File: config.mk
export PLATFORM = sky130hd
export DESIGN_NAME = tone_burst_pwm_generator_unit
export DESIGN_NICKNAME = d
export VERILOG_FILES = /design/src/rtl/tbpg_pkg.sv /design/src/rtl/tbpg_serial_div.sv /design/src/rtl/tbpg_phase.sv /design/src/rtl/tone_burst_pwm_generator_unit.sv
export SDC_FILE = /design/constraint.sdc
export NUM_CORES = 1
export LEC_CHECK = 0
export BUFFER_PORTS_ARGS = -buffer_cell sky130_fd_sc_hd__buf_4
export CELL_PAD_IN_SITES_DETAIL_PLACEMENT = 1
export CELL_PAD_IN_SITES_GLOBAL_PLACEMENT = 1
export CORE_UTILIZATION = 45
export CTS_CLUSTER_DIAMETER = 60
export CTS_CLUSTER_SIZE = 40
export DETAILED_ROUTE_END_ITERATION = 7
export GPL_TIMING_DRIVEN = 1
export PLACE_DENSITY_LB_ADDON = 0.1
export SYNTH_ARGS = -nofsm -noshare
export SYNTH_HDL_FRONTEND = slang
export SYNTH_SLANG_ARGS = --single-unit
File: constraint.sdc
create_clock -name clock -period 8.2 [get_ports clock]
set_input_delay 2.46 -clock clock [delete_from_list [all_inputs] [get_ports clock]]
set_output_delay 2.46 -clock clock [all_outputs]
set_load 0.01 [all_outputs]
File: src/rtl/tbpg_pkg.sv
// shared constants, types and helpers of the tone burst pwm generator
// depends on nothing; imported by every design module of the block, used by the checker
`default_nettype none

package tbpg_pkg;

   localparam int MEMORY_DEPTH = 16384;
   localparam int PHASE_BITS   = 20;

   localparam int ADDR_W  = 14;
   localparam int LEN_W   = 15;
   localparam int LEVEL_W = 15;
   localparam int STEP_W  = 20;

   // fade product and serial divider sizes
   localparam int DIV_STEPS = LEVEL_W;
   localparam int PROD_W    = LEN_W + LEVEL_W;
   localparam int DIV_CNT_W = $clog2(DIV_STEPS);

   // start + index + 1 must not wrap, and must hold the memory depth itself
   localparam int ADDR_SUM_W = ($clog2(MEMORY_DEPTH) + 1 > LEN_W + 2) ?
                               $clog2(MEMORY_DEPTH) + 1 : LEN_W + 2;

   localparam int CSR_INDEX_W = 3;
   localparam int CSR_DATA_W  = STEP_W;

   localparam logic [CSR_INDEX_W-1:0] CSR_START_ADDRESS   = 3'd0;
   localparam logic [CSR_INDEX_W-1:0] CSR_BURST_LENGTH    = 3'd1;
   localparam logic [CSR_INDEX_W-1:0] CSR_PHASE_STEP      = 3'd2;
   localparam logic [CSR_INDEX_W-1:0] CSR_STEP_CHANGE     = 3'd3;
   localparam logic [CSR_INDEX_W-1:0] CSR_FADE_IN_LENGTH  = 3'd4;
   localparam logic [CSR_INDEX_W-1:0] CSR_FADE_OUT_LENGTH = 3'd5;
   localparam logic [CSR_INDEX_W-1:0] CSR_PEAK_LEVEL      = 3'd6;

   typedef struct packed {
      logic load;     // restart: phase to zero, step from phase_step
      logic advance;  // add step to phase, chirp on wrap
   } phase_ctrl_type;

   typedef struct packed {
      logic                start;
      logic [PROD_W-1:0]   numerator;
      logic [LEN_W-1:0]    divisor;
   } div_req_type;

   // Q0.20 step aligned to the phase width, truncating when the phase is narrower
   function automatic logic [PHASE_BITS-1:0] align_step(input logic [STEP_W-1:0] s);
      logic [STEP_W+PHASE_BITS-1:0] wide;
      wide = {s, {PHASE_BITS{1'b0}}};
      return wide[STEP_W+PHASE_BITS-1:STEP_W];
   endfunction

endpackage

`default_nettype wire

File: src/rtl/tbpg_serial_div.sv
// bit-serial restoring divider for the fade duty, one quotient bit a cycle
// depends on tbpg_pkg
`default_nettype none

module tbpg_serial_div (
   input  logic                           clock,
   input  logic                           reset,
   input  tbpg_pkg::div_req_type          div_req,
   output logic                           div_busy,
   output logic [tbpg_pkg::LEVEL_W-1:0]   div_quotient
);
   import tbpg_pkg::*;

   logic                  busy_ff, busy_in;
   logic [DIV_CNT_W-1:0]  count_ff, count_in;
   logic [PROD_W-1:0]     work_ff, work_in;
   logic [LEN_W-1:0]      divisor_ff, divisor_in;
   logic [LEN_W:0]        trial;
   logic [LEN_W+1:0]      diff;
   logic                  qbit;
   logic [LEN_W-1:0]      rem_next;

   // upper part holds the partial remainder, lower part shifts numerator out, quotient in
   always_comb begin
      trial    = {work_ff[PROD_W-1:DIV_STEPS], work_ff[DIV_STEPS-1]};
      diff     = {1'b0, trial} - {2'b00, divisor_ff};
      qbit     = ~diff[LEN_W+1];
      rem_next = qbit ? diff[LEN_W-1:0] : trial[LEN_W-1:0];
   end

   always_comb begin
      busy_in    = busy_ff;
      count_in   = count_ff;
      work_in    = work_ff;
      divisor_in = divisor_ff;
      if (div_req.start) begin
         busy_in    = 1'b1;
         count_in   = '0;
         work_in    = div_req.numerator;
         divisor_in = div_req.divisor;
      end else if (busy_ff) begin
         work_in  = {rem_next, work_ff[DIV_STEPS-2:0], qbit};
         count_in = count_ff + 1'b1;
         if (count_ff == DIV_CNT_W'(DIV_STEPS - 1)) begin
            busy_in = 1'b0;
         end
      end
   end

   always_ff @(posedge clock) begin
      if (reset) begin
         busy_ff  <= 1'b0;
         count_ff <= '0;
      end else begin
         busy_ff  <= busy_in;
         count_ff <= count_in;
      end
   end

   always_ff @(posedge clock) begin
      work_ff    <= work_in;
      divisor_ff <= divisor_in;
   end

   assign div_busy     = busy_ff;
   assign div_quotient = work_ff[DIV_STEPS-1:0];

endmodule

`default_nettype wire

File: src/rtl/tbpg_phase.sv
// phase accumulator with chirped step, saturated to the step range
// depends on tbpg_pkg
`default_nettype none

module tbpg_phase (
   input  logic                                clock,
   input  logic                                reset,
   input  tbpg_pkg::phase_ctrl_type            phase_ctrl,
   input  logic [tbpg_pkg::STEP_W-1:0]         phase_step,
   input  logic signed [tbpg_pkg::STEP_W-1:0]  step_change,
   output logic                                phase_high
);
   import tbpg_pkg::*;

   logic [PHASE_BITS-1:0] phase_ff, phase_in;
   logic [STEP_W-1:0]     step_ff, step_in;
   logic [PHASE_BITS:0]   phase_sum;
   logic [STEP_W+1:0]     chirp_sum;
   logic [STEP_W-1:0]     chirp_sat;

   always_comb begin
      phase_sum = {1'b0, phase_ff} + {1'b0, align_step(step_ff)};
      chirp_sum = {2'b00, step_ff} + {{2{step_change[STEP_W-1]}}, step_change};
      if (chirp_sum[STEP_W+1]) begin
         chirp_sat = '0;
      end else if (chirp_sum[STEP_W]) begin
         chirp_sat = '1;
      end else begin
         chirp_sat = chirp_sum[STEP_W-1:0];
      end
   end

   always_comb begin
      phase_in = phase_ff;
      step_in  = step_ff;
      if (phase_ctrl.load) begin
         phase_in = '0;
         step_in  = phase_step;
      end else if (phase_ctrl.advance) begin
         phase_in = phase_sum[PHASE_BITS-1:0];
         if (phase_sum[PHASE_BITS]) begin
            step_in = chirp_sat;
         end
      end
   end

   always_ff @(posedge clock) begin
      if (reset) begin
         phase_ff <= '0;
         step_ff  <= '0;
      end else begin
         phase_ff <= phase_in;
         step_ff  <= step_in;
      end
   end

   assign phase_high = phase_ff[PHASE_BITS-1];

endmodule

`default_nettype wire

File: src/rtl/tone_burst_pwm_generator_unit.sv
// top level of the tone burst pwm generator: registers, sequencer, output stage
// depends on tbpg_pkg, tbpg_phase and tbpg_serial_div
`default_nettype none

// Each transfer on the req_ channel is one tick and gives at most one duty
// sample on the rsp_ channel. A tick with req_restart set starts the burst
// afresh (index and phase to zero, step loaded from phase_step) and already
// gives sample 0 if the burst has one. The duty is zero in the upper half of
// each tone cycle and peak_level otherwise, scaled linearly during the fade-in
// and fade-out windows with floor division. rsp_last marks the final sample of
// the burst or of the sample memory; after it no sample comes until the next
// restart. A tick goes through the idle, evaluation and finish states, and
// its result enters the output register from the finish state once that
// register is empty or its sample is taken. A sample in a fade window and in
// the lower half of the tone cycle also passes through the divide state, where
// the bit-serial divider makes one quotient bit per cycle. A tick that gives
// no sample leaves the block idle or goes from evaluation back to idle. The
// next tick is taken while a finished sample still waits in the output
// register. Register writes are taken at any time (csr_ready is always high)
// and must only happen while no tick is in progress; all but phase_step act
// from the next tick, phase_step only on restart.
module tone_burst_pwm_generator_unit (
   input  logic                                clock,
   input  logic                                reset,
   // tick channel
   input  logic                                req_valid,
   output logic                                req_stall,
   input  logic                                req_restart,
   // sample channel
   output logic                                rsp_valid,
   input  logic                                rsp_stall,
   output logic [tbpg_pkg::ADDR_W-1:0]         rsp_sample_address,
   output logic [tbpg_pkg::LEVEL_W-1:0]        rsp_duty,
   output logic                                rsp_last,
   // register write channel
   input  logic                                csr_valid,
   output logic                                csr_ready,
   input  logic [tbpg_pkg::CSR_INDEX_W-1:0]    csr_index,
   input  logic [tbpg_pkg::CSR_DATA_W-1:0]     csr_data
);
   import tbpg_pkg::*;

   typedef enum logic [3:0] {
      ST_IDLE   = 4'b0001,
      ST_EVAL   = 4'b0010,
      ST_DIV    = 4'b0100,
      ST_FINISH = 4'b1000
   } state_type;

   // configuration registers
   logic [ADDR_W-1:0]        start_address_ff;
   logic [LEN_W-1:0]         burst_length_ff;
   logic [STEP_W-1:0]        phase_step_ff;
   logic signed [STEP_W-1:0] step_change_ff;
   logic [LEN_W-1:0]         fade_in_length_ff;
   logic [LEN_W-1:0]         fade_out_length_ff;
   logic [LEVEL_W-1:0]       peak_level_ff;
   logic                     csr_write;

   // burst state and sequencer
   state_type                state_ff, state_in;
   logic [LEN_W-1:0]         index_ff, index_in;
   logic                     running_ff, running_in;

   // sample being worked on
   logic [ADDR_W-1:0]        addr_ff, addr_in;
   logic [LEVEL_W-1:0]       duty_ff, duty_in;
   logic                     last_ff, last_in;

   // output register
   logic                     rsp_valid_ff, rsp_valid_in;
   logic [ADDR_W-1:0]        rsp_addr_ff;
   logic [LEVEL_W-1:0]       rsp_duty_ff;
   logic                     rsp_last_ff;
   logic                     out_load;

   // evaluation of the current index
   logic                     req_take;
   logic [ADDR_SUM_W-1:0]    addr_sum;
   logic                     out_of_range;
   logic                     is_last;
   logic [LEN_W-1:0]         remaining;
   logic                     in_fade_in;
   logic                     in_fade_out;
   logic [LEN_W-1:0]         fade_pos;
   logic [LEN_W-1:0]         fade_len;
   logic                     need_div;

   phase_ctrl_type           phase_ctrl;
   logic                     phase_high;
   div_req_type              div_req;
   logic                     div_busy;
   logic [LEVEL_W-1:0]       div_quotient;

   // ---------------- register file ----------------
   assign csr_ready = 1'b1;
   assign csr_write = csr_valid & csr_ready;

   always_ff @(posedge clock) begin
      if (reset) begin
         start_address_ff   <= '0;
         burst_length_ff    <= '0;
         phase_step_ff      <= '0;
         step_change_ff     <= '0;
         fade_in_length_ff  <= '0;
         fade_out_length_ff <= '0;
         peak_level_ff      <= '0;
      end else if (csr_write) begin
         case (csr_index)
            CSR_START_ADDRESS:   start_address_ff   <= csr_data[ADDR_W-1:0];
            CSR_BURST_LENGTH:    burst_length_ff    <= csr_data[LEN_W-1:0];
            CSR_PHASE_STEP:      phase_step_ff      <= csr_data[STEP_W-1:0];
            CSR_STEP_CHANGE:     step_change_ff     <= signed'(csr_data[STEP_W-1:0]);
            CSR_FADE_IN_LENGTH:  fade_in_length_ff  <= csr_data[LEN_W-1:0];
            CSR_FADE_OUT_LENGTH: fade_out_length_ff <= csr_data[LEN_W-1:0];
            CSR_PEAK_LEVEL:      peak_level_ff      <= csr_data[LEVEL_W-1:0];
            default: begin
               // writes beyond the register list are dropped
            end
         endcase
      end
   end

   // ---------------- sample evaluation ----------------
   always_comb begin
      addr_sum     = ADDR_SUM_W'(start_address_ff) + ADDR_SUM_W'(index_ff);
      out_of_range = (index_ff >= burst_length_ff) ||
                     (addr_sum >= ADDR_SUM_W'(MEMORY_DEPTH));
      // final sample of the burst, or the last word of the memory
      is_last      = (({1'b0, index_ff} + 1'b1) == {1'b0, burst_length_ff}) ||
                     ((addr_sum + 1'b1) == ADDR_SUM_W'(MEMORY_DEPTH));
      remaining    = burst_length_ff - index_ff;
      in_fade_in   = index_ff < fade_in_length_ff;
      in_fade_out  = remaining < fade_out_length_ff;
      fade_pos     = in_fade_in ? index_ff : remaining;
      fade_len     = in_fade_in ? fade_in_length_ff : fade_out_length_ff;
      need_div     = ~phase_high & (in_fade_in | in_fade_out);
   end

   // ---------------- sequencer ----------------
   assign req_stall = (state_ff != ST_IDLE);
   assign req_take  = req_valid & ~req_stall;
   assign out_load  = (state_ff == ST_FINISH) & (~rsp_valid_ff | ~rsp_stall);

   always_comb begin
      state_in           = state_ff;
      index_in           = index_ff;
      running_in         = running_ff;
      addr_in            = addr_ff;
      duty_in            = duty_ff;
      last_in            = last_ff;
      phase_ctrl.load    = 1'b0;
      phase_ctrl.advance = 1'b0;
      div_req.start      = 1'b0;
      // one product per fade sample, registered in the divider
      div_req.numerator  = PROD_W'(fade_pos) * PROD_W'(peak_level_ff);
      div_req.divisor    = fade_len;

      case (state_ff)
         ST_IDLE: begin
            if (req_take) begin
               if (req_restart) begin
                  index_in        = '0;
                  running_in      = 1'b1;
                  phase_ctrl.load = 1'b1;
                  state_in        = ST_EVAL;
               end else if (running_ff) begin
                  state_in = ST_EVAL;
               end
            end
         end
         ST_EVAL: begin
            if (out_of_range) begin
               // empty burst or start past the memory end: no sample
               running_in = 1'b0;
               state_in   = ST_IDLE;
            end else begin
               addr_in = addr_sum[ADDR_W-1:0];
               last_in = is_last;
               duty_in = phase_high ? '0 : peak_level_ff;
               if (is_last) begin
                  running_in = 1'b0;
               end else begin
                  index_in           = index_ff + 1'b1;
                  phase_ctrl.advance = 1'b1;
               end
               if (need_div) begin
                  div_req.start = 1'b1;
                  state_in      = ST_DIV;
               end else begin
                  state_in = ST_FINISH;
               end
            end
         end
         ST_DIV: begin
            if (!div_busy) begin
               duty_in  = div_quotient;
               state_in = ST_FINISH;
            end
         end
         ST_FINISH: begin
            if (out_load) begin
               state_in = ST_IDLE;
            end
         end
         default: begin
            state_in = ST_IDLE;
         end
      endcase
   end

   always_ff @(posedge clock) begin
      if (reset) begin
         state_ff   <= ST_IDLE;
         index_ff   <= '0;
         running_ff <= 1'b0;
      end else begin
         state_ff   <= state_in;
         index_ff   <= index_in;
         running_ff <= running_in;
      end
   end

   always_ff @(posedge clock) begin
      addr_ff <= addr_in;
      duty_ff <= duty_in;
      last_ff <= last_in;
   end

   // ---------------- output register ----------------
   // holds a finished sample until it is taken, so the next tick can start
   assign rsp_valid_in = out_load | (rsp_valid_ff & rsp_stall);

   always_ff @(posedge clock) begin
      if (reset) begin
         rsp_valid_ff <= 1'b0;
      end else begin
         rsp_valid_ff <= rsp_valid_in;
      end
   end

   always_ff @(posedge clock) begin
      if (out_load) begin
         rsp_addr_ff <= addr_ff;
         rsp_duty_ff <= duty_ff;
         rsp_last_ff <= last_ff;
      end
   end

   assign rsp_valid          = rsp_valid_ff;
   assign rsp_sample_address = rsp_addr_ff;
   assign rsp_duty           = rsp_duty_ff;
   assign rsp_last           = rsp_last_ff;

   // ---------------- datapath units ----------------
   tbpg_phase u_phase (
      .clock       (clock),
      .reset       (reset),
      .phase_ctrl  (phase_ctrl),
      .phase_step  (phase_step_ff),
      .step_change (step_change_ff),
      .phase_high  (phase_high)
   );

   tbpg_serial_div u_div (
      .clock        (clock),
      .reset        (reset),
      .div_req      (div_req),
      .div_busy     (div_busy),
      .div_quotient (div_quotient)
   );

endmodule

`default_nettype wire

==> out/results.tsv, run 1 <==
metric	value	unit
cts_tree	done	
antenna_found_initial	0	
setup_viol_count_final	3	
total_power	3.91	mW
max_cap_violations	0	
viasPerCell	5.72	
place_inst	3497	
regToRegSetupSlack	-130	ps
wl	78700	um
fin_hold_ws	417	ps
setup_ws	-135	ps
wl_met3	2900	um
cts-root-buf	clkbuf_16	
route.met2.wl	38700	um
cts_buffers	35	
antenna_cells	0	
pwr-share-comb	0.184	
ys_seq_elements	285	
worstSkewPairLatency	590	ps
power.density	140	nW/um^2
reg2regPathDepth	31	
final_nets	3294	
vias	20576	
violations	setup timing	
gr-total-overflow	0	
first_global_vias	22215	
hold_viol	0	
switchingPower	1.23	mW
ir_worst_vdd	0.155	mV
cp_max_fo	10	
chipHeight	233	um
ant_nets	0	
slew_headroom	0.165	
async_reset_ff_frac	0	
reg2reg_from	fade_in_length_ff[11]$_SDFFE_PP0P_	
cts_hold_buf	0	
min-delay-start	addr_ff[13]$_DFFE_PP_	
r2r-end	u_div.work_ff[29]$_DFFE_PP_	
critPathCaptureType	flop	
place_congestion	0.912	
skew	34.4	ps
swShare	0.314	
row_count	84	
clockBufferDepth	3	
coreArea	52600	sq um
die_x	233	um
grt_start_max_net_pins	84	
yosysSeqAreaShare	0.282	
min_period_over_period	1.02	
syn_area	23900	sq um
worstMarginPinSlew	1250	ps
syn_area_per_cell	8.79	sq um
routed.top_layer	met4	
max_stage_delay	540	ps
critPathSlowestCell	fa_1	
status	finished with violations	
synth_cells	2723	
route.detailed.drc	0	
start_util	0.456	
p_int	2.68	mW
grt_pass1_wl	123000	um
critPathArrivalTime	8650	ps
clock_power_share	0.423	
drive_gt1_frac	0.157	
synth_edf_count	105	
critPathKind	reg2reg	
p_seq_frac	0.393	
met1Wirelength	34600	um
dieArea	54100	sq um
dp_hpwl	58600	um
synth_top_flop_cell	dfxtp_1	
clkTransAtPathRegs	70	ps
h-tree-depth	2	
fmax	120	MHz
synthesis.nets	3134	
min_period	8330	ps
grt.total_usage	0.292	
yosysWarnings	0	
io_pins	62	
rsz0062_at_grt	yes	
whs_endpoint	rsp_sample_address[13]$_DFFE_PP_	
placedInstanceArea	26000	sq um
worst_setup_path_start_kind	flop	
required	8520	ps
crit_top_cell	fa_1	
io_buffer_count	60	
tns	-173	ps
stdcell_count	3598	
area_delta_synth_final	16.7	%
holdPathStages	0	
clkSinkCount	285	
netlist-cell-type-count	82	
wl_per_cell	21.9	um
hp-class	reg2reg	
maxSlewViolCount	0	
drtPass1Iterations	5	
drtIter0Drc	918	
leakage	12.3	nW
design_area	27900	sq um
-- metal layers --
layer	vias to the layer above	GRT usage
met5	-	0
met4	0	0.0938
met3	150	0.0365
met2	428	0.511
met1	10374	0.371
li1	9624	-
-- registers in the layout, summed over array words and instances, names as in the netlist, 15 cells and up --
register            flops
u_phase.step_ff        20
u_div.work_ff          30
burst_length_ff        15
fade_out_length_ff     15
u_div.divisor_ff       15
index_ff               15
peak_level_ff          15
u_phase.phase_ff       20
step_change_ff         20
rsp_duty               15
fade_in_length_ff      15
duty_ff                15
phase_step_ff          20
-- layout make-up --
class                   instances  area [sq um]
clock buffers                  38           918
clock inverters                26           324
fillers                      6108         24600
inverters                     287          1080
multi-input cells            2024         16100
flip-flops and latches        285          6760
well taps                     688           861
repair buffers                250          1930
-- synthesized netlist by cell type, types with 12 or more instances --
master,number,area (sq um)
dfxtp_1,180,3600
a21oi_1,226,1130
and3_1,13,81.3
xnor2_1,67,587
nand3_1,51,255
mux2_2,24,270
nand2b_1,43,269
and2_1,128,801
nor2_1,82,308
nor3_1,37,185
a311oi_1,19,166
o21a_1,22,165
fa_1,172,3440
or3_1,18,113
a31oi_1,39,244
clkbuf_1,100,375
edfxtp_1,105,3150
buf_2,16,80.1
mux2i_1,13,130
o21ai_0,113,566
a22oi_1,16,120
xor2_1,35,307
a21o_1,45,338
nor2b_1,41,257
ha_1,210,2630
inv_1,285,1070
o31ai_1,12,90.1
o211ai_1,15,113
nand4_1,19,119
nand2_1,413,1550
-- how the worst max path moves through the flow --
stage                                                   from                           to
after global routing      fade_in_length_ff[11]$_SDFFE_PP0P_  u_div.work_ff[29]$_DFFE_PP_
after detailed placement     burst_length_ff[0]$_SDFFE_PP0P_  u_div.work_ff[29]$_DFFE_PP_
final                     fade_in_length_ff[11]$_SDFFE_PP0P_  u_div.work_ff[29]$_DFFE_PP_
after CTS                    burst_length_ff[0]$_SDFFE_PP0P_  u_div.work_ff[29]$_DFFE_PP_
after global placement       burst_length_ff[0]$_SDFFE_PP0P_  u_div.work_ff[29]$_DFFE_PP_
after floorplan           fade_in_length_ff[11]$_SDFFE_PP0P_  u_div.work_ff[29]$_DFFE_PP_
-- layout by cell type (no fill, tap or decap), types with 17 or more instances in the layout --
| cell type | Yosys | final |
|---|---|---|
| fa_1 | 172 | 171 |
| o21a_1 | 22 | 21 |
| nor3_1 | 37 | 34 |
| or3_1 | 18 | 17 |
| mux2_2 | 24 | 18 |
| edfxtp_1 | 105 | 105 |
| a21oi_1 | 226 | 217 |
| xor2_1 | 35 | 35 |
| nand2_1 | 413 | 411 |
| nand3_1 | 51 | 51 |
| nor2b_1 | 41 | 39 |
| o21ai_0 | 113 | 103 |
| a21o_1 | 45 | 45 |
| xnor2_1 | 67 | 65 |
| a31oi_1 | 39 | 39 |
| and2_1 | 128 | 120 |
| ha_1 | 210 | 199 |
| nand2b_1 | 43 | 42 |
| buf_4 | 3 | 242 |
| dfxtp_1 | 180 | 177 |
| nand4_1 | 19 | 19 |
| clkbuf_16 | 0 | 36 |
| a311oi_1 | 19 | 17 |
| inv_1 | 285 | 273 |
| nor2_1 | 82 | 81 |
-- per-stage QoR --
stage,util,worst slack [ps]
global route,0.532,-430
global placement,0.494,-389
CTS,0.526,-191
floorplan,-,6.01
finish,0.532,-135
detailed placement,0.494,-573
-- power by group through the flow --
stage / combinational [mW] / clock, mW / sequential (mW)
2_1_floorplan: 0.390 / 0 / 1.55
3_3_place_gp: 0.620 / 0 / 1.57
3_5_place_dp: 0.642 / 0 / 1.57
4_1_cts: 0.684 / 1.69 / 1.54
6_report: 0.717 / 1.65 / 1.54
5_1_grt: 0.775 / 1.74 / 1.54
-- kinds of logic (layout without fill, tap and decap cells) --
| family | after synthesis | in the layout | synth area share |
|---|---|---|---|
| multiplexers | 37 | 37 | 0.0167 |
| AND/OR/NAND/NOR | 883 | 883 | 0.177 |
| flip-flops | 285 | 285 | 0.282 |
| AO/OA/AOI/OAI | 619 | 619 | 0.166 |
| XOR/XNOR | 102 | 102 | 0.0373 |
| buffers and inverters | 414 | 601 | 0.0669 |
| other | 1 | 1 | 0.000157 |
| adder cells (fa/ha/maj) | 382 | 382 | 0.254 |
-- worst max-delay path: cells and delay by family, from the launching register on --
family / cells / cell delay [ps]
xor gates and xnor gates: 1 / 100
AOI/OAI and AO/OA: 11 / 2290
and+or+nand+nor: 3 / 700
adders and majority gates: 8 / 3670
buffers and inverters: 7 / 580
muxes: 1 / 360
DFF: 1 / 340
-- repair_timing --
action	CTS	global route
buffers inserted	27	13
pin swaps	48	56
endpoints found under the setup margin	11	14
gates cloned	0	0
hold endpoints to repair	0	0
gates resized for setup	58	47
Note: power is estimated with default switching activity, not from simulation.
==> run 2: changes to the inputs <==
--- a/config.mk
+++ b/config.mk
@@ -5,10 +5,11 @@
 export SDC_FILE = /design/constraint.sdc
 export NUM_CORES = 1
 export LEC_CHECK = 0
+export ABC_AREA = 1
 export BUFFER_PORTS_ARGS = -buffer_cell sky130_fd_sc_hd__buf_4
 export CELL_PAD_IN_SITES_DETAIL_PLACEMENT = 1
 export CELL_PAD_IN_SITES_GLOBAL_PLACEMENT = 1
-export CORE_UTILIZATION = 45
+export CORE_UTILIZATION = 44
 export CTS_CLUSTER_DIAMETER = 60
 export CTS_CLUSTER_SIZE = 40
 export DETAILED_ROUTE_END_ITERATION = 7
==> run 2 against run 1 <==
  * The run now ends clean
  * Worst hold slack improved by 4.8 ps
  * Clock-buffer cell count fell by 2
  * Power up 45%
  * Synthesized area decreased by 1.8%
  * Clock power hardly changed
  * Design area down 6.6%
  * Critical endpoint is now u_div.work_ff[26]$_DFFE_PP_
  * Largest cell class unchanged
  * Largest power group is now combinational cells
  * Highest routed layer unchanged
==> out/results.tsv, run 2 <==
metric	value	unit	change
whs_endpoint	rsp_sample_address[10]$_DFFE_PP_		
reg2reg_from	index_ff[0]$_SDFFE_PP0P_		
yosysTopAreaCellShare	0.153		+0.00271
largest_register_ff_count	30		unchanged
fmax	129	MHz	+7.2%
synth_cells	3017		+11%
synth_edf_count	105		unchanged
wl_per_cell	21.3	um	-2.7%
gr-total-overflow	0		unchanged
min_period	7780	ps	-557 ps
cts_tree	done		
coreArea	52700	sq um	+0.20%
regToRegSetupSlack	420	ps	+560 ps
ir_worst_vdd	0.144	mV	-6.7%
grt_pass1_wl	125000	um	+1.3%
start_util	0.447		-0.00896
power.density	217	nW/um^2	+55%
syn_area_per_cell	7.80	sq um	-11%
yosysWarnings	0		unchanged
top_register	u_div.work_ff		
syn_area	23500	sq um	-1.8%
area_delta_synth_final	11.0	%	
yosysMostFrequentCell	nand2_1		
hold_viol	0		unchanged
rsz0062_at_grt	no		
antenna_found_initial	0		unchanged
antenna_cells	0		unchanged
io_pins	62		unchanged
yosysTopAreaCell	dfxtp_1		
skew	40.7	ps	+6.30 ps
row_count	84		unchanged
crit_top_cell	fa_1		
max_cap_violations	0		unchanged
route.detailed.drc	0		unchanged
layout_common_cells	532 x nand2_1, 472 x inv_1, 332 x nor2_1, 266 x o21ai_0, 251 x a21oi_1		
min_period_over_period	0.949		-0.0679
tns	0	ps	+173 ps
clockBufferDepth	3		unchanged
ys_top_cells_by_count	533 x nand2_1, 474 x inv_1, 334 x nor2_1		
cp_max_fo	10		unchanged
critPathCaptureType	flop		
leakage	12.3	nW	+0.62%
dieArea	54400	sq um	+0.46%
ys_seq_elements	285		unchanged
setup_viol_count_final	0		-3
required	8530	ps	about the same
place_congestion	0.948		+4.0%
design_area	26100	sq um	-6.6%
dp_hpwl	61900	um	+5.6%
ant_nets	0		unchanged
h-tree-depth	2		unchanged
drtIter0Drc	1235		+35%
first_global_vias	22116		-0.45%
cts_buffers	34		-2.9%
nFillCells	6424		+5.2%
drive_gt1_frac	0.0724		-0.0843
holdPathStages	0		unchanged
synth_top_flop_cell	dfxtp_1		
clkSinkCount	285		unchanged
slew_headroom	0.250		+0.0850
reg2regPathDepth	29		-6.5%
synthesis.nets	3428		+9.4%
max_stage_delay	560	ps	+20 ps
yosysSeqAreaShare	0.287		+0.00509
critPathArrivalTime	8110	ps	-540 ps
hp-class	reg2reg		
min-delay-start	addr_ff[10]$_DFFE_PP_		
async_reset_ff_frac	0		unchanged
layout_commonest_cell	nand2_1		
worstSkewPairLatency	590	ps	about the same
r2r-end	u_div.work_ff[26]$_DFFE_PP_		
io_buffer_count	60		unchanged
synth.area.top_cells	dfxtp_1 15%, fa_1 15%, edfxtp_1 13%		
final_nets	3478		+5.6%
grt.total_usage	0.301		+0.00869
vias	20905		+1.6%
grt_start_max_net_pins	104		+24%
chipHeight	233	um	+0.23%
viasPerCell	5.53		-3.3%
placedInstanceArea	24700	sq um	-4.8%
worst_setup_path_start_kind	flop		
netlist-cell-type-count	52		-37%
critPathSlowestCell	fa_1		
worstMarginPinSlew	1130	ps	-126 ps
drtPass1Iterations	7		+2
status	finished clean		
maxSlewViolCount	0		unchanged
clkTransAtPathRegs	100	ps	+30 ps
cts-root-buf	clkbuf_16		
critPathKind	reg2reg		
die_x	233	um	+0.23%
wl	80400	um	+2.3%
run 2: cell types whose count changed in the layout (fill, tap and decap cells not counted), sizes merged, moves of 62 or more:
| cell | delta |
|---|---|
| and2 | -118 |
| buf | -136 |
| inv | +189 |
| nand2 | +124 |
| nand3 | +62 |
| nor2 | +255 |
| o21ai | +171 |
run 2: routing by layer:
layer,vias up,global-route usage,part of all wire
li1,9821,-,-
met1,10440,0.370,0.43
met2,471,0.535,0.49
met3,173,0.0352,0.041
met4,0,0.115,0.039
met5,-,0,0
run 2: cell families (layout without fill, tap and decap cells):
| kind of cell | count (synthesis) | after routing | share of synthesized area |
|---|---|---|---|
| other | 1 | 1 | 0.000159 |
| xor gates and xnor gates | 90 | 90 | 0.0344 |
| AOI/OAI and AO/OA | 607 | 607 | 0.137 |
| buffers and inverters | 584 | 660 | 0.0965 |
| and+or+nand+nor | 1068 | 1068 | 0.187 |
| DFF | 285 | 285 | 0.287 |
| adders and majority gates | 382 | 382 | 0.258 |
run 2: worst max-delay path by stage:
stage / from / endpoint / slack (ps) / depth (start not counted)
finish: index_ff[0]$_SDFFE_PP0P_ / u_div.work_ff[26]$_DFFE_PP_ / 420 / 29
global route: index_ff[6]$_SDFFE_PP0P_ / u_div.work_ff[26]$_DFFE_PP_ / 10 / 36
CTS: index_ff[1]$_SDFFE_PP0P_ / u_div.work_ff[29]$_DFFE_PP_ / 120 / 35
detailed placement: index_ff[1]$_SDFFE_PP0P_ / u_div.work_ff[22]$_DFFE_PP_ / 170 / 32
global placement: index_ff[0]$_SDFFE_PP0P_ / u_div.work_ff[25]$_DFFE_PP_ / 370 / 31
floorplan: index_ff[0]$_SDFFE_PP0P_ / u_div.work_ff[26]$_DFFE_PP_ / 850 / 31
run 2: worst max-delay path, delay by kind of cell (launching register included):
family	cells	cell delay, ps
fa+ha+maj	9	4190
compound gates	6	1040
simple gates	7	810
xor+xnor	2	550
buf+inv	5	530
flops	1	370
run 2: report_power, final:
| group | total, mW | switching (mW) | leakage [nW] | internal, mW |
|---|---|---|---|---|
| logic | 2.41 | 1.62 | 9.34 | 0.790 |
| clock network | 1.66 | 0.771 | 0.596 | 0.891 |
| registers | 1.58 | 0.0496 | 2.41 | 1.53 |
run 2: what timing repair did:
action | in CTS | in global routing
setup endpoints to repair | 0 | 12
setup buffers | 0 | 11
gates resized for setup | 0 | 14
hold buffers | 0 | 0
run 2: through the flow:
stage	utilization	total power [mW]	instances	setup slack [ps]	hold slack, ps
floorplan	-	3.06	3017	854	400
global placement	0.470	3.82	3708	367	401
detailed placement	0.470	3.90	3708	168	406
CTS	0.493	5.59	3770	121	423
global route	0.496	5.96	3781	10.9	424
finish	0.496	5.65	3781	422	422
run 2: final cells by class:
| class | count | area (sq um) | area share |
|---|---|---|---|
| clock buffer | 36 | 858 | 0.0329 |
| timing repair buffer | 114 | 868 | 0.0333 |
| sequential | 285 | 6760 | 0.259 |
| multi-input combinational | 2148 | 14500 | 0.557 |
| inverter | 484 | 1820 | 0.0698 |
| tap | 688 | 861 | 0.0330 |
| clock inverter | 26 | 382 | 0.0146 |
==> run 3: changes to the inputs <==
--- a/config.mk
+++ b/config.mk
@@ -5,16 +5,16 @@
 export SDC_FILE = /design/constraint.sdc
 export NUM_CORES = 1
 export LEC_CHECK = 0
-export ABC_AREA = 1
 export BUFFER_PORTS_ARGS = -buffer_cell sky130_fd_sc_hd__buf_4
 export CELL_PAD_IN_SITES_DETAIL_PLACEMENT = 1
 export CELL_PAD_IN_SITES_GLOBAL_PLACEMENT = 1
-export CORE_UTILIZATION = 44
+export CORE_UTILIZATION = 45
 export CTS_CLUSTER_DIAMETER = 60
 export CTS_CLUSTER_SIZE = 40
 export DETAILED_ROUTE_END_ITERATION = 7
 export GPL_TIMING_DRIVEN = 1
 export PLACE_DENSITY_LB_ADDON = 0.1
+export RECOVER_POWER = 100
 export SYNTH_ARGS = -nofsm -noshare
 export SYNTH_HDL_FRONTEND = slang
 export SYNTH_SLANG_ARGS = --single-unit
==> run 3 against run 2 <==
  * The run now ends with capacitance limit, slew limit, setup timing left
  * Critical endpoint is now u_div.work_ff[29]$_DFFE_PP_
  * Global-route usage is 0.87 points lower
  * Fmax is 6.9% lower
  * Worst setup slack worse by 570 ps
  * Register-to-register slack worse by 570 ps
  * Core utilization is 3.1 points higher
  * Power is 31% lower
  * Final cell count is 4.8% lower
  * Sequential power is 3% lower
  * Sequential share of layout area is 1.5 points lower
  * Sequential cell count stayed put
  * Die area is 0.45% lower
  * Highest routed layer unchanged
==> out/results.tsv, run 3 (synthesis gave the netlist of run 1 again) <==
metric	value	unit	change
min_period_over_period	1.02		+0.0699
grt_pass1_wl	123000	um	-1.3%
power.density	141	nW/um^2	-35%
drtPass1Iterations	5		-2
wl_per_cell	21.9	um	+2.8%
maxSlewViolCount	243		+243
ir_worst_vdd	0.155	mV	+7.4%
area_delta_synth_final	15.5	%	
layout_commonest_cell	nand2_1		
critPathKind	reg2reg		
gr-total-overflow	0		unchanged
met3_usage	0.0365		+0.00136
max_stage_delay	540	ps	-20 ps
critPathSlowestCell	fa_1		
worstMarginPinSlew	4070	ps	+2950 ps
crit_top_cell	fa_1		
worst_setup_path_start_kind	flop		
cts_buffers	35		+2.9%
place_inst	3497		-5.7%
top_register	u_div.work_ff		
violations	capacitance limit, slew limit, setup timing		
io_buffer_count	60		unchanged
vias	20609		-1.4%
layout_common_cells	411 x nand2_1, 274 x inv_1, 218 x a21oi_1, 199 x ha_1, 193 x buf_4		
tns	-235	ps	-235 ps
use_met1	0.371		+0.00181
first_global_vias	22215		+0.45%
leakage	12.1	nW	-2.2%
row_count	84		unchanged
grt-busiest-layer	met2		
setup_ws	-151	ps	-574 ps
antenna_cells	0		unchanged
rsz0062_at_grt	yes		
dp_hpwl	58600	um	-5.3%
drive_gt1_frac	0.135		+0.0623
fin_hold_ws	419	ps	-3.15 ps
min_period	8350	ps	+574 ps
cp_max_fo	10		unchanged
critPathArrivalTime	8670	ps	+560 ps
status	finished with violations		
place_congestion	0.912		-3.8%
largest_register_ff_count	30		unchanged
clkSinkCount	285		unchanged
wl	78700	um	-2.2%
coreArea	52600	sq um	-0.20%
total_power	3.90	mW	-31%
h-tree-depth	2		unchanged
start_util	0.456		+0.00896
max_cap_violations	5		+5
chipHeight	233	um	-0.23%
clkTransAtPathRegs	70	ps	-30 ps
grt.total_usage	0.292		-0.00869
grt_start_max_net_pins	84		-19%
hp-class	reg2reg		
cts_hold_buf	0		unchanged
hold_viol	0		unchanged
final_nets	3294		-5.3%
setup_viol_count_final	4		+4
worstSkewPairLatency	590	ps	about the same
slew_headroom	-1.71		-1.96
regToRegSetupSlack	-150	ps	-570 ps
skew	37.0	ps	-3.75 ps
ant_nets	0		unchanged
cts-root-buf	clkbuf_16		
gr-usage-met2	0.511		-0.0240
cts_tree	done		
drtIter0Drc	1001		-19%
critPathCaptureType	flop		
stdcell_count	3598		-4.8%
antenna_found_initial	0		unchanged
die_x	233	um	-0.23%
placedInstanceArea	26000	sq um	+5.0%
io_pins	62		unchanged
viasPerCell	5.73		+3.6%
nFillCells	6151		-4.2%
design_area	27700	sq um	+6.0%
dieArea	54100	sq um	-0.45%
route.detailed.drc	0		unchanged
fmax	120	MHz	-6.9%
required	8520	ps	about the same
clockBufferDepth	3		unchanged
## run 3: changes by cell type in the layout (fill, tap and decap cells not counted), sizes merged, moves of 41 or more
cell	previous run	this run
nor2	337	82
nand2b	0	43
buf	114	200
nor2b	0	41
o21ai	289	118
and2	10	128
inv	489	300
nand3	113	51
nand2	537	413
clkbuf	36	88
## run 3: layout make-up
type | instances | area (sq um) | share of cell area
timing repair buffer | 250 | 1750 | 0.0633
multi-input combinational | 2024 | 16000 | 0.577
clock buffer | 38 | 918 | 0.0332
inverter | 287 | 1080 | 0.0389
tap | 688 | 861 | 0.0311
clock inverter | 26 | 324 | 0.0117
sequential | 285 | 6760 | 0.244
## run 3: per-layer routing
| layer | vias up | part of all wire |
|---|---|---|
| li1 | 9633 | - |
| met1 | 10410 | 0.44 |
| met2 | 407 | 0.49 |
| met3 | 159 | 0.036 |
| met4 | 0 | 0.034 |
| met5 | - | 0 |
## run 3: metrics by stage
step / util / setup WS (ps)
after global routing: 0.526 / -430
after detailed placement: 0.494 / -573
after global placement: 0.494 / -389
after CTS: 0.526 / -191
final: 0.526 / -151
after floorplan: - / 6.01
## run 3: worst paths after layout
check | startpoint | to | cells past startpoint
worst min-delay path | addr_ff[13]$_DFFE_PP_ | rsp_sample_address[13]$_DFFE_PP_ | 0
worst max register to register | fade_in_length_ff[11]$_SDFFE_PP0P_ | u_div.work_ff[29]$_DFFE_PP_ | 31
worst max-delay path | fade_in_length_ff[11]$_SDFFE_PP0P_ | u_div.work_ff[29]$_DFFE_PP_ | 31
worst min register to register | addr_ff[13]$_DFFE_PP_ | rsp_sample_address[13]$_DFFE_PP_ | 0
## run 3: what timing repair did
item / CTS / global route
cloned: 0 / 0
setup buffers: 27 / 13
pin swaps: 48 / 56
setup endpoints to repair: 11 / 14
resized for setup: 58 / 47
## run 3: where the power goes
group / switching (mW) / internal (mW)
combinational: 0.432 / 0.275
sequential: 0.0356 / 1.50
clock: 0.755 / 0.898
total: 1.22 / 2.67
## run 3: worst max-delay path: cells and delay by family (launching register included)
kind            cells  cell delay (ps)
compound gates     11             2310
xor+xnor            1              100
fa+ha+maj           8             3680
buf+inv             7              590
flops               1              340
mux                 1              360
simple gates        3              700
